`src/rtl/opp_pkg.sv`:
```
// shared widths, types, register indexes and arithmetic helpers for the overlap pair block
`default_nettype none
package opp_pkg;

   localparam int RAD_W     = 19;
   localparam int DIST_W    = 20;
   localparam int WGT_W     = 32;
   localparam int OUT_W     = 32;
   localparam int CFG_W     = 31;
   localparam int EXP_W     = 7;
   localparam int CSR_IDX_W = 2;

   // signed working values, Q16 or Q24 depending on the step
   localparam int VAL_W   = 64;
   // multiplier operand magnitudes, consumed one chunk per cycle
   localparam int MAG_W   = 48;
   localparam int CHUNK_W = 16;
   localparam int CHUNKS  = MAG_W / CHUNK_W;
   localparam int PROD_W  = 2 * MAG_W;
   // divider numerator and denominator magnitudes
   localparam int NUM_W   = 52;
   localparam int DEN_W   = 31;
   localparam int QUO_W   = NUM_W + 1;

   typedef logic signed [VAL_W-1:0] val_type;
   typedef logic [MAG_W-1:0]        mag_type;
   typedef logic [PROD_W-1:0]       prod_type;
   typedef logic [NUM_W-1:0]        num_type;
   typedef logic [DEN_W-1:0]        den_type;
   typedef logic [QUO_W-1:0]        quo_type;

   localparam logic [CSR_IDX_W-1:0] CSR_CUTOFF    = 2'd0;
   localparam logic [CSR_IDX_W-1:0] CSR_CORE_COEF = 2'd1;
   localparam logic [CSR_IDX_W-1:0] CSR_CORE_EXP  = 2'd2;

   localparam val_type LIM     = val_type'(64'sd1 <<< 40);
   localparam val_type ONE_Q16 = val_type'(64'sd65536);

   function automatic logic [VAL_W-1:0] mag_of(input val_type v);
      val_type n;
      n = -v;
      return (v < 0) ? $unsigned(n) : $unsigned(v);
   endfunction

   function automatic val_type apply_sign(input logic neg, input logic [VAL_W-1:0] m);
      val_type s;
      s = $signed(m);
      return neg ? -s : s;
   endfunction

   function automatic logic over_lim(input val_type v);
      return (v > LIM) || (v < -LIM);
   endfunction

   function automatic val_type clampw(input val_type v);
      val_type r;
      r = v;
      if (v > LIM) r = LIM;
      else if (v < -LIM) r = -LIM;
      return r;
   endfunction

endpackage
`default_nettype wire

```
`src/rtl/opp_div.sv`:
```
// restoring divider, one quotient bit per cycle, rounds to nearest
`default_nettype none
module opp_div import opp_pkg::*; (
   input  logic    clock,
   input  logic    reset,
   input  logic    start,
   input  num_type num,
   input  den_type den,
   output logic    done,
   output quo_type quo
);

   localparam int CNT_W = $clog2(QUO_W);
   localparam logic [CNT_W-1:0] CNT_TOP = CNT_W'(QUO_W - 1);

   quo_type            work_ff, work_in;
   den_type            den_ff, den_in;
   den_type            rem_ff, rem_in;
   logic [CNT_W-1:0]   cnt_ff, cnt_in;
   logic               busy_ff, busy_in;
   logic               done_ff, done_in;
   logic [DEN_W:0]     trial;
   logic [DEN_W:0]     diff;
   logic               take;

   always_comb begin
      trial   = {rem_ff, work_ff[QUO_W-1]};
      diff    = trial - {1'b0, den_ff};
      take    = trial >= {1'b0, den_ff};
      work_in = work_ff;
      den_in  = den_ff;
      rem_in  = rem_ff;
      cnt_in  = cnt_ff;
      busy_in = busy_ff;
      done_in = 1'b0;
      if (start) begin
         // half the divisor added up front gives round to nearest
         work_in = quo_type'(num) + quo_type'(den >> 1);
         den_in  = den;
         rem_in  = '0;
         cnt_in  = CNT_TOP;
         busy_in = 1'b1;
      end else if (busy_ff) begin
         rem_in  = take ? diff[DEN_W-1:0] : trial[DEN_W-1:0];
         work_in = {work_ff[QUO_W-2:0], take};
         cnt_in  = cnt_ff - 1'b1;
         if (cnt_ff == '0) begin
            busy_in = 1'b0;
            done_in = 1'b1;
         end
      end
   end

   always_ff @(posedge clock) begin
      work_ff <= work_in;
      den_ff  <= den_in;
      rem_ff  <= rem_in;
      cnt_ff  <= cnt_in;
      if (reset) begin
         busy_ff <= 1'b0;
         done_ff <= 1'b0;
      end else begin
         busy_ff <= busy_in;
         done_ff <= done_in;
      end
   end

   assign done = done_ff;
   assign quo  = work_ff;

endmodule
`default_nettype wire

```
`config.mk`:
```
export PLATFORM = sky130hd
export DESIGN_NAME = opp_div
export DESIGN_NICKNAME = d
export VERILOG_FILES = /design/src/rtl/opp_pkg.sv /design/src/rtl/opp_div.sv
export SDC_FILE = /design/constraint.sdc
export NUM_CORES = 1
export LEC_CHECK = 0
export ABC_AREA = 1
export BUFFER_PORTS_ARGS = -buffer_cell sky130_fd_sc_hd__buf_2
export CORE_UTILIZATION = 40
export CTS_CLUSTER_DIAMETER = 60
export DETAILED_ROUTE_END_ITERATION = 16
export GPL_ROUTABILITY_DRIVEN = 0
export PLACE_DENSITY = 0.58
export SLEW_MARGIN = 20
export SYNTH_ARGS = -nofsm -noshare
export SYNTH_HDL_FRONTEND = slang
export SYNTH_SLANG_ARGS = --single-unit
export TNS_END_PERCENT = 20
```
`constraint.sdc`:
```
create_clock -name clock -period 4.19 [get_ports clock]
set_input_delay 0.6285 -clock clock [delete_from_list [all_inputs] [get_ports clock]]
set_output_delay 0.6285 -clock clock [all_outputs]
set_load 0.05 [all_outputs]
```
* Word level (Yosys, flattened, before mapping) *
Cells that the tools add are included.

storage, ports and cells
  flip-flop bits (word level) = 123
  bits in latches = 0
  bits in writable memories = 0
  memory bits (read-only) = 0
  input port bits = 86
  output and inout port bits = 54
  word-level logic and storage cells = 21
  memories = 0

cells by class
  $add $sub $neg = 3
  multipliers = 0
  div/mod/pow operators = 0
  order comparisons = 1
  eq/ne operators = 0
  shifts and indexed selects = 0
  multiplexer cells = 7
  bitwise logic cells = 1
  reduce and logical (&&, ||, !) cells = 3

operators with widths
  cell                                               count
  two-way mux 53 bit                                 2
  adder 52 x 30 -> 53 bit                            1
  >= comparator 32 x 31 -> 1 bit                     1
  two-way mux 31 bit                                 1
  subtractor 31 bit                                  1
  logical NOT 6 bit                                  1
  subtractor 6 x 1 -> 6 bit (second input constant)  1
  two-way mux 1 bit                                  4
  OR reduction 3 bit                                 1
  nonzero test 2 bit                                 1
  NOT 1 bit                                          1

* Logic depth before layout (Yosys ltp) *
  word-level depth = 4
  depth in mapped cells = 17
  depth with buffers taken out = 16

* Worst setup path before layout *
Ideal clock, no wire load.

  kind = input to register
  start point = in start
  end point = reg work_ff[0] (netlist: quo[0]) (enable)
  setup time = 0.439 ns
  arrival time = 2.748 ns
  slack = 1.003 ns
  stages = 4
  path buffers = 2
  cells stage by stage = clkbuf_1 nor2_1 inv_1 clkbuf_1

between the ends
  word-level cells in the longest chain between the ends = 1

ends and longest elaborated chain
  element                       RTL line       source
  from (decl)                   opp_div.sv:6   input logic start,
  nonzero test 2 bit (no line)  n/a
  to (signal assigned)          opp_div.sv:55  work_ff <= work_in;
  to (decl)                     opp_div.sv:16  quo_type work_ff, work_in;

Every way passes these cells.
A chain may end at the register's enable or synchronous reset.

* Worst setup path in the final report *
  start point = reg work_ff[52] (netlist: quo[52])
  end point = reg rem_ff[19]

between the ends
  word-level cells in the longest chain between the ends = 2
  elaborated cells on any way between the ends = 3

ends and longest elaborated chain
  element                                                              RTL line                      source
  subtractor 31 bit or >= comparator 32 x 31 -> 1 bit (tied branches)  opp_div.sv:28, opp_div.sv:29
  two-way mux 31 bit (*)                                               opp_div.sv:44                 rem_in = take ? diff[DEN_W-1:0] : trial[DEN_W-1:0];
  to (signal assigned)                                                 opp_div.sv:57                 rem_ff <= rem_in;
  to (decl)                                                            opp_div.sv:18                 den_type rem_ff, rem_in;

Every way passes the cells marked *; elsewhere a longest branch is shown, timed or not.

==> impl_metrics.tcl <==
set metrics [dict create \
    fill_cells 2902 \
    cts_hold_buf 0 \
    yosysSeqAreaShare_pct 30.1 \
    hold_depth 1 \
    critPathBufInv 4 \
    syn_inst 1783 \
    grt_overflow 0 \
    nNetsFinal 2075 \
    syn_nets 1934 \
    p_leak_nw 7.16 \
    clk_pin_slew_ns 0.08 \
    path_cells "inv_1, ha_1, inv_1, fa_1, nand2_1, nand2_1, nand3_1, nand2_2, nand2_1, nand3_2, nand2_4, buf_4, nand3_1, nand2_1, inv_1, nand2_1, nand2_1" \
    holdWs_ns 0.366 \
    powerDensity_nw_per_um2 329 \
    required_ns 4.50 \
    drcViolationCount 0 \
    end_kind "register" \
    tns_ns 0 \
    placed_cells 2246 \
    worst_slack_ns 1.57 \
    clock_sinks 123 \
    wl_per_cell_um 15.3 \
    worst-r2r-setup-slack_ns 1.57 \
    r2r-end "rem_ff[19]$_SDFFE_PP0P_" \
    final_common_cell "nand2_1" \
    hold_viol 0 \
    fin_cells 2279 \
    rsz0062_at_grt "no" \
    synth_edf_count 84 \
    yosysWarnings 0 \
    worst-r2r-cell-count 17 \
    status "completed" \
    cts_buffers 17 \
    worst_slew_pin_slew_ns 0.778 \
    max_cap_violations 0 \
    whs_endpoint "den_ff[0]$_DFFE_PP_" \
    synth.avg_cell_area_sq_um 6.15 \
    ys_ff_latch 123 \
    vias_per_cell 4.90 \
    fin_util_pct 46.9 \
    clkLatencyLatePin_ns 0.44 \
    grt_util_all_layers_pct 25.5 \
    arrival_ns 2.93 \
    crit_path_max_fanout 23 \
    post-route-min-period_ns 2.62 \
    postCtsSetupRepairBufs 0 \
    path_delay_family "simple AND/OR/NAND/NOR gates" \
    core_sq_um 27000 \
    path_common_cell "nand2_1" \
    slew-limit-headroom_pct 48.1 \
    dieWidth_um 168 \
    dieArea_sq_um 28100 \
    drt_iter0_markers 822 \
    clockBufferDepth 2 \
    grt_pass1_vias 10900 \
    cts_tree "done" \
    hp-class "in -> reg" \
    postRouteAntennaNets 0 \
    multi_input_area_sq_um 6160 \
    finClkSkew_ns 0.0300 \
    die_h_um 168 \
    min-delay-start "den[0]" \
    ir_drop_mv 0.229 \
    synth-main-ff-cell "edfxtp_1" \
    vias 11200 \
    wirelength_um 34800 \
    crit_path_top_delay_cell "fa_1" \
    start_kind "register" \
    ys_async_sr_fraction_pct 0 \
    layout_common_cells "nand2_1, inv_1, nand3_1, buf_2, nor2_1" \
    place_ws_ns 1.23 \
    io_buffers 139 \
    syn_to_final_growth_pct 15.3 \
    num_rows 60 \
    firstDrtPassIters 5 \
    syn_area_sq_um 11000 \
    cts_root_buf "clkbuf_16" \
    antenna_found_initial 1 \
    setup_viol 0 \
    cts_max_level 4 \
    yosysUniqueCellTypes 40 \
    start_util_pct 40.7 \
    layout-drive-gt1-share_pct 11.4 \
    critPathKind "reg -> reg" \
    max_freq_mhz 382 \
    final_max_slew_viol_count 0 \
    period_share_pct 62.5 \
    rr_startpoint "quo[52]$_DFFE_PP_" \
    grt_max_degree 63 \
    seqCellArea_sq_um 3300 \
    max_stage_delay_ns 0.42 \
    hpwl_um 28200 \
    cts-resized-gates 0 \
    grt_pass1_wl_um 56200 \
    io_pins 140 \
]
==> power by group <==
group | switching [mW] | internal (mW) | total [mW] | leakage, nW
sequential | 0.0566 | 1.42 | 1.48 | 1.16
clock | 0.683 | 0.913 | 1.60 | 0.306
combinational | 0.784 | 0.295 | 1.08 | 5.69
total | 1.52 | 2.63 | 4.16 | 7.16
==> flip-flops by register name (all words and copies together) (netlist names) <==
signal and cells:
cnt_ff 6, quo 53, done 1, busy_ff 1, den_ff 31, rem_ff 31
==> cells in the mapped netlist, types with 4 or more instances <==
| master | number | area (sq um) |
|---|---|---|
| nand2_1 | 735 | 2760 |
| inv_1 | 349 | 1310 |
| nand3_1 | 151 | 756 |
| nor2_1 | 113 | 424 |
| edfxtp_1 | 84 | 2520 |
| ha_1 | 63 | 788 |
| dfxtp_1 | 39 | 781 |
| a21oi_1 | 35 | 175 |
| xnor2_1 | 31 | 272 |
| o21ai_0 | 24 | 120 |
| nand3b_1 | 22 | 165 |
| nand4_1 | 20 | 125 |
| clkbuf_1 | 14 | 52.6 |
| o21ai_1 | 13 | 65.1 |
| nor3_1 | 12 | 60.1 |
| nand3_2 | 9 | 90.1 |
| and2_1 | 8 | 50.1 |
| nor2_2 | 8 | 50.1 |
| clkinv_1 | 7 | 26.3 |
| buf_2 | 5 | 25.0 |
| buf_6 | 5 | 56.3 |
| inv_2 | 4 | 15.0 |
| nand2_2 | 4 | 25.0 |
| or2_2 | 4 | 25.0 |
==> per-stage QoR <==
step	total power [mW]	instance area, sq um
after floorplan	2.24	11000
after global placement	2.58	12000
after detailed placement	2.57	12000
after CTS	4.18	12600
after global routing	4.34	12600
final	4.16	12600
==> area by class of cell <==
class                      instances  share of cell area [%]
antenna                            1                  0.0198
clock buffer                      19                    3.76
clock inverter                    13                    1.09
inverter                         360                    10.7
multi-input combinational       1273                    48.7
sequential                       123                    26.1
tap                              341                    3.37
timing repair buffer             149                    6.19
==> how the worst max path moves through the flow <==
stage / from / to / slack [ns] / depth (start not counted)
6_report: quo[52]$_DFFE_PP_ / rem_ff[19]$_SDFFE_PP0P_ / 1.57 / 17
5_1_grt: quo[52]$_DFFE_PP_ / rem_ff[17]$_SDFFE_PP0P_ / 1.28 / 17
4_1_cts: quo[52]$_DFFE_PP_ / rem_ff[19]$_SDFFE_PP0P_ / 1.56 / 17
3_5_place_dp: den[17] / quo[52]$_DFFE_PP_ / 1.23 / 12
3_3_place_gp: den[17] / quo[52]$_DFFE_PP_ / 1.22 / 12
2_1_floorplan: start / quo[0]$_DFFE_PP_ / 1.00 / 4
==> metal layers <==
| metal | global-route usage, % | part of all wire [%] |
|---|---|---|
| met1 | 32.4 | 46 |
| met2 | 43.8 | 47 |
| met3 | 3.12 | 4.2 |
| met4 | 9.81 | 2.9 |
| met5 | 0 | 0 |
==> kinds of logic after synthesis <==
kind of cell,Yosys count,synth area share (%)
buffers and inverters,387,13.7
AOI/OAI and AO/OA,80,3.82
and+or+nand+nor,1096,42.3
xor gates and xnor gates,32,2.56
DFF,123,30.1
adders and majority gates,65,7.55
==> worst register-to-register path: cells and delay by family, from the launching register on <==
kind          cells  cell delay, ns
simple gates     11            1.02
fa+ha+maj         2            0.56
buf+inv           4            0.52
flops             1            0.39
Power figures use the tool's default switching activity.
