<file path="src/rtl/opp_pkg.sv">
// shared widths, types, register indexes and arithmetic helpers for the overlap pair block
`default_nettype none
package opp_pkg;

   localparam int RAD_W     = 19;
   localparam int DIST_W    = 20;
   localparam int WGT_W     = 32;
   localparam int OUT_W     = 32;
   localparam int CFG_W     = 31;
   localparam int EXP_W     = 7;
   localparam int CSR_IDX_W = 2;

   // signed working values, Q16 or Q24 depending on the step
   localparam int VAL_W   = 64;
   // multiplier operand magnitudes, consumed one chunk per cycle
   localparam int MAG_W   = 48;
   localparam int CHUNK_W = 16;
   localparam int CHUNKS  = MAG_W / CHUNK_W;
   localparam int PROD_W  = 2 * MAG_W;
   // divider numerator and denominator magnitudes
   localparam int NUM_W   = 52;
   localparam int DEN_W   = 31;
   localparam int QUO_W   = NUM_W + 1;

   typedef logic signed [VAL_W-1:0] val_type;
   typedef logic [MAG_W-1:0]        mag_type;
   typedef logic [PROD_W-1:0]       prod_type;
   typedef logic [NUM_W-1:0]        num_type;
   typedef logic [DEN_W-1:0]        den_type;
   typedef logic [QUO_W-1:0]        quo_type;

   localparam logic [CSR_IDX_W-1:0] CSR_CUTOFF    = 2'd0;
   localparam logic [CSR_IDX_W-1:0] CSR_CORE_COEF = 2'd1;
   localparam logic [CSR_IDX_W-1:0] CSR_CORE_EXP  = 2'd2;

   localparam val_type LIM     = val_type'(64'sd1 <<< 40);
   localparam val_type ONE_Q16 = val_type'(64'sd65536);

   function automatic logic [VAL_W-1:0] mag_of(input val_type v);
      val_type n;
      n = -v;
      return (v < 0) ? $unsigned(n) : $unsigned(v);
   endfunction

   function automatic val_type apply_sign(input logic neg, input logic [VAL_W-1:0] m);
      val_type s;
      s = $signed(m);
      return neg ? -s : s;
   endfunction

   function automatic logic over_lim(input val_type v);
      return (v > LIM) || (v < -LIM);
   endfunction

   function automatic val_type clampw(input val_type v);
      val_type r;
      r = v;
      if (v > LIM) r = LIM;
      else if (v < -LIM) r = -LIM;
      return r;
   endfunction

endpackage
`default_nettype wire

</file>
<file path="src/rtl/opp_mul.sv">
// shared magnitude multiplier, one 16-bit chunk of the second operand per cycle
`default_nettype none
module opp_mul import opp_pkg::*; (
   input  logic     clock,
   input  logic     reset,
   input  logic     start,
   input  mag_type  op_a,
   input  mag_type  op_b,
   output logic     done,
   output prod_type prod
);

   localparam int CNT_W = $clog2(CHUNKS);
   localparam logic [CNT_W-1:0] CNT_LAST = CNT_W'(CHUNKS - 1);

   mag_type                    a_ff, a_in;
   mag_type                    b_ff, b_in;
   prod_type                   acc_ff, acc_in;
   logic [CNT_W-1:0]           cnt_ff, cnt_in;
   logic                       busy_ff, busy_in;
   logic                       done_ff, done_in;
   logic [MAG_W+CHUNK_W-1:0]   part;

   always_comb begin
      part    = a_ff * b_ff[MAG_W-1 -: CHUNK_W];
      a_in    = a_ff;
      b_in    = b_ff;
      acc_in  = acc_ff;
      cnt_in  = cnt_ff;
      busy_in = busy_ff;
      done_in = 1'b0;
      if (start) begin
         a_in    = op_a;
         b_in    = op_b;
         acc_in  = '0;
         cnt_in  = '0;
         busy_in = 1'b1;
      end else if (busy_ff) begin
         // high chunk first, so the running sum only ever shifts left
         acc_in = (acc_ff << CHUNK_W) + prod_type'(part);
         b_in   = b_ff << CHUNK_W;
         cnt_in = cnt_ff + 1'b1;
         if (cnt_ff == CNT_LAST) begin
            busy_in = 1'b0;
            done_in = 1'b1;
         end
      end
   end

   always_ff @(posedge clock) begin
      a_ff   <= a_in;
      b_ff   <= b_in;
      acc_ff <= acc_in;
      cnt_ff <= cnt_in;
      if (reset) begin
         busy_ff <= 1'b0;
         done_ff <= 1'b0;
      end else begin
         busy_ff <= busy_in;
         done_ff <= done_in;
      end
   end

   assign done = done_ff;
   assign prod = acc_ff;

endmodule
`default_nettype wire

</file>
<file path="config.mk">
export PLATFORM = sky130hd
export DESIGN_NAME = opp_mul
export DESIGN_NICKNAME = d
export VERILOG_FILES = /design/src/rtl/opp_pkg.sv /design/src/rtl/opp_mul.sv
export SDC_FILE = /design/constraint.sdc
export NUM_CORES = 2
export LEC_CHECK = 0
export ABC_AREA = 1
export BUFFER_PORTS_ARGS = -buffer_cell sky130_fd_sc_hd__buf_2
export CAP_MARGIN = 15
export CELL_PAD_IN_SITES_DETAIL_PLACEMENT = 1
export CELL_PAD_IN_SITES_GLOBAL_PLACEMENT = 1
export CORE_UTILIZATION = 51
export DETAILED_ROUTE_END_ITERATION = 16
export PLACE_DENSITY = 0.95
export SLEW_MARGIN = 5
export SYNTH_ARGS = -nofsm -noshare
export SYNTH_HDL_FRONTEND = slang
export SYNTH_SLANG_ARGS = --single-unit
</file>
<file path="constraint.sdc">
create_clock -name clock -period 11.6 [get_ports clock]
set_input_delay 1.16 -clock clock [delete_from_list [all_inputs] [get_ports clock]]
set_output_delay 1.16 -clock clock [all_outputs]
set_load 0.02 [all_outputs]
</file>
# --- Word-level counts from Yosys, hierarchy flattened ---
# Cells that the tools add are included.
word_totals:
  ff_bits: 196
  word_cells: 19
  output_inout_bits: 97
classes:
  n_reduce_logical: 2
  addsub: 2
  eq_ne: 1
  bitwise: 1
  n_mux: 6
  multipliers: 1
op_table:
  columns: ["op", "n"]
  rows:
  - ["96-bit by 64-bit adder with 96-bit output", 1]
  - ["48-bit two-way mux", 2]
  - ["48-bit by 16-bit multiplier with 64-bit output", 1]
  - ["1-bit two-way mux", 4]
  - ["3-bit OR reduction", 1]
  - ["2-bit by 1-bit adder with 2-bit output (second input constant)", 1]
  - ["2-bit equality test (second input constant)", 1]
  - ["2-bit nonzero test", 1]
  - ["1-bit inverter", 1]

# --- Depth between registers and ports, before layout ---
depth:
  depth_word: 4
  mapped_depth: 32
  ltp_nobuf: 30

# --- Worst setup path after synthesis ---
# Ideal clock, no wire load.
synth_timing:
  path_type: "reg2reg"
  startpoint: "register b_ff[33]"
  endpoint: "register acc_ff[76] (netlist: prod[76])"
  n_path_buf: 2
  arrival_time_ns: 5.555
  path_stages_with_launch: 28
  required_time_ns: 11.487
  setup_time_ns: 0.113
  slack_ns: 5.932
  path_cell_list: "edfxtp_1 clkbuf_1 clkbuf_1 nand2_1 fa_1 inv_1 fa_1 inv_1 fa_1 inv_1 fa_1 fa_1 inv_1 fa_1 inv_1 ha_1 nand2_1 nor2_1 inv_1 nor2_1 and2_2 nand3_1 nand3b_1 nand2_1 nand2_1 nand2_1 nand3_1 nand2_1"
synth_between:
  elab_chain_cells: 2
synth_rtl:
  columns: ["element", "line", "source"]
  rows:
  - ["start, declared", "opp_mul.sv:17", "mag_type b_ff, b_in;"]
  - ["start signal, assigned", "opp_mul.sv:52", "b_ff <= b_in;"]
  - ["48-bit by 16-bit multiplier with 64-bit output", "opp_mul.sv:25", "part = a_ff * b_ff[MAG_W-1 -: CHUNK_W];"]
  - ["96-bit by 64-bit adder with 96-bit output", "opp_mul.sv:40", "acc_in = (acc_ff << CHUNK_W) + prod_type'(part);"]
  - ["end signal, assigned", "opp_mul.sv:53", "acc_ff <= acc_in;"]
  - ["end, declared", "opp_mul.sv:18", "prod_type acc_ff, acc_in;"]
# No other way between the ends.
# A chain may end at the register's enable or synchronous reset.

# --- Worst setup path in the final report ---
layout_timing:
  startpoint: "register b_ff[33]"
  endpoint: "register acc_ff[47] (netlist: prod[47])"
# Same word-level chain as after synthesis.

==> reports/qor.yml <==
sta:
  max_slew_margin: 0.268
  final_max_slew_viol_count: 0
  timing.final.hold_violations: 0
  setup_total_negative_slack_ps: 0
  finClkSkew_ps: 25.0
  layout_setup_ws_ps: 4320
  tightest_slew_ps: 1100
  period_minus_slack_ps: 7280
  fmax_mhz: 137
  finalSetupViolCount: 0
  ratio_of_final_minimum_period_to_clock_period: 0.627
  whs_ps: 458
  rsz0062_at_grt: "false"
worst_setup_path:
  timing.setup.critical_path_class: "reg -> reg"
  timing.critical_path.from: "b_ff[33]$_DFFE_PP_"
  element_type_at_the_critical_path_start: "flip-flop"
  crit_path_dat_ps: 7680
  critPathMaxStageDelay_ps: 650
  timing.critical_path.cells: "buf_4, nand2_1, fa_1, fa_1, fa_1, inv_1, fa_1, fa_1, inv_1, fa_1, inv_1, ha_1, nand2_1, nor2_1, inv_1, nor2_2, and2_1, nand3_1, nand3b_1, a21oi_1, o21ai_0, o21ai_0"
  crit_slowest_cell: "sky130_fd_sc_hd__fa_1"
  critPathRequiredTime_ps: 12000
  critical_path.endpoint_type: "flip-flop"
  r2r_start: "b_ff[33]$_DFFE_PP_"
  path_buf_inv: 5
  worst-path-max-fanout: 48
  critical-path-top-cell-by-count: "sky130_fd_sc_hd__fa_1"
  cell_family_contributing_the_most_delay_on_the_critical_path: "adder cells"
clock_tree:
  cts_buffers: 17
  post-cts-setup-buffer-count: 0
  cts.htree.levels: 4
  numClockSinks: 196
  cts.hold.buffers_added: 0
  cts_repair_resize_count: 0
  clock_tree_from_tritoncts: "built"
  clkTransAtPathRegs_ps: 110
  max-clock-path-buffers: 2
  ctsRootBufferMaster: "sky130_fd_sc_hd__clkbuf_16"
  clock_insertion_delay_worst_skew_ps: 540
routing:
  detail_route.first_pass.iterations: 6
  vias: 34200
  detail_route.wl_per_cell_um: 24.3
  routed_wl_um: 148000
  remaining_design_rule_violation_count: 0
  detailedRoute.firstIterationViolations: 2952
  drtAntennaViolNets: 0
  via_count_normalized_by_instance_count: 5.60
placed_design:
  hpwlAfterDp_um: 120000
  placement.io_buffers: 195
  gpl_wtd_cong: 0.988
  dp_cells: 6074
  place_ws_ps: 4530
grt:
  global_route_total_overflow: 0
  number_of_global_route_vias_before_repair: 38800
  pin_count_of_the_biggest_net_entering_global_routing: 88
  wire_length_of_the_first_global_routing_pass_um: 228000
  track_usage: 0.415
  antenna_found_initial: 7
die:
  top_level_ports: 196
  floorplan.die_area_sq_um: 73200
  placeableCoreArea_sq_um: 71500
  row_count: 98
  die_height_um: 271
  fp.dieW_um: 271
  effective_utilization_at_floorplan: 0.515
layout:
  design.final.nets: 6086
  flow.area_growth_from_synthesis_pct: 6.03
  layout_commonest_cell: "sky130_fd_sc_hd__nand2_1"
  drive_gt1_frac: 0.0597
  instances_no_fill: 6109
  most-common-layout-cells: "sky130_fd_sc_hd__nand2_1 (1740), sky130_fd_sc_hd__inv_1 (1554), sky130_fd_sc_hd__fa_1 (690)"
yosys:
  syn-num-nets: 6054
  synth.lib_cells_used.distinct: 35
  sequential_to_total_area_share_from_yosys_stat: 0.133
  synthesis.area_per_instance_sq_um: 7.20
  ys_ff_latch: 196
  syn-instance-count: 5112
  post_syn_area_sq_um: 36800
  yosys_warnings: 0
run_status:
  run_status: "finished, final reports clean"
min_path:
  hold_class: "reg -> reg"
  holdCritStartpoint: "prod[94]$_SDFFE_PP0P_"
flow_run:
  drv_cap: 0
==> layout make-up <==
type                       instances  area, sq um
tap                              950         1190
multi-input combinational       3142        25300
antenna                            2         5.00
fill                            9357        32500
inverter                        1569         5890
clock buffer                      17          425
timing repair buffer             218         1160
clock inverter                    15          198
sequential                       196         4880
==> logic make-up after synthesis <==
| group | count (synthesis) | share of synthesized area |
|---|---|---|
| buf+inv | 1774 | 0.181 |
| flops | 196 | 0.133 |
| simple gates | 2117 | 0.228 |
| compound gates | 142 | 0.0208 |
| xor+xnor | 40 | 0.00952 |
| fa+ha+maj | 843 | 0.427 |
==> stage by stage <==
stage	util	area [sq um]
after floorplan	-	36800
after global placement	0.537	38400
after detailed placement	0.537	38400
after CTS	0.545	39000
after global routing	0.546	39000
final	0.546	39000
==> cell usage after synthesis <==
library cell | instances | area (sq um)
sky130_fd_sc_hd__a211oi_1 | 1 | 7.51
sky130_fd_sc_hd__a21oi_1 | 55 | 275
sky130_fd_sc_hd__and2_1 | 4 | 25.0
sky130_fd_sc_hd__and2_2 | 2 | 15.0
sky130_fd_sc_hd__and3_1 | 2 | 12.5
sky130_fd_sc_hd__buf_1 | 5 | 18.8
sky130_fd_sc_hd__buf_2 | 3 | 15.0
sky130_fd_sc_hd__clkbuf_1 | 197 | 739
sky130_fd_sc_hd__dfxtp_1 | 100 | 2000
sky130_fd_sc_hd__edfxtp_1 | 96 | 2880
sky130_fd_sc_hd__fa_1 | 690 | 13800
sky130_fd_sc_hd__ha_1 | 153 | 1910
sky130_fd_sc_hd__inv_1 | 1556 | 5840
sky130_fd_sc_hd__inv_2 | 13 | 48.8
sky130_fd_sc_hd__nand2_1 | 1741 | 6540
sky130_fd_sc_hd__nand2_2 | 3 | 18.8
sky130_fd_sc_hd__nand3_1 | 96 | 480
sky130_fd_sc_hd__nand3_2 | 12 | 120
sky130_fd_sc_hd__nand3b_1 | 17 | 128
sky130_fd_sc_hd__nand4_1 | 17 | 106
sky130_fd_sc_hd__nor2_1 | 187 | 702
sky130_fd_sc_hd__nor2_2 | 16 | 100
sky130_fd_sc_hd__nor2_4 | 2 | 22.5
sky130_fd_sc_hd__nor3_1 | 8 | 40.0
sky130_fd_sc_hd__nor3_2 | 6 | 60.1
sky130_fd_sc_hd__nor3_4 | 1 | 16.3
sky130_fd_sc_hd__nor3b_1 | 1 | 7.51
sky130_fd_sc_hd__nor4_1 | 2 | 12.5
sky130_fd_sc_hd__o211ai_1 | 1 | 7.51
sky130_fd_sc_hd__o21ai_0 | 39 | 195
sky130_fd_sc_hd__o21ai_1 | 10 | 50.1
sky130_fd_sc_hd__o21bai_1 | 4 | 30.0
sky130_fd_sc_hd__o22ai_1 | 32 | 200
sky130_fd_sc_hd__xnor2_1 | 37 | 324
sky130_fd_sc_hd__xor2_1 | 3 | 26.3
==> registers in the layout, indices dropped and copies added, names as in the netlist <==
signal	cells
a_ff	48
prod	96
busy_ff	1
b_ff	48
done	1
cnt_ff	2
==> worst min-delay path, cell delays in order, from the launching register on <==
cell and delay, ps:
sky130_fd_sc_hd__dfxtp_1 320, sky130_fd_sc_hd__nand2_1 60, sky130_fd_sc_hd__nand2_1 50
==> worst paths after layout <==
kind / depth (start not counted) / end / slack (ps)
max reg2reg: 22 / prod[47]$_SDFFE_PP0P_ / 4320
min reg2reg: 2 / prod[94]$_SDFFE_PP0P_ / 460
max: 22 / prod[47]$_SDFFE_PP0P_ / 4320
min: 2 / prod[94]$_SDFFE_PP0P_ / 460
==> layer usage <==
metal,track usage,vias to the layer above,part of all wire
met5,0,-,0.00035
met4,0.302,6,0.083
met3,0.0970,841,0.094
met2,0.681,2142,0.47
met1,0.476,16900,0.35
li1,-,14300,-
Power is left out: the tool's default activity adds up to more than one toggle a clock period on the data nets, which glitch-free logic cannot reach.
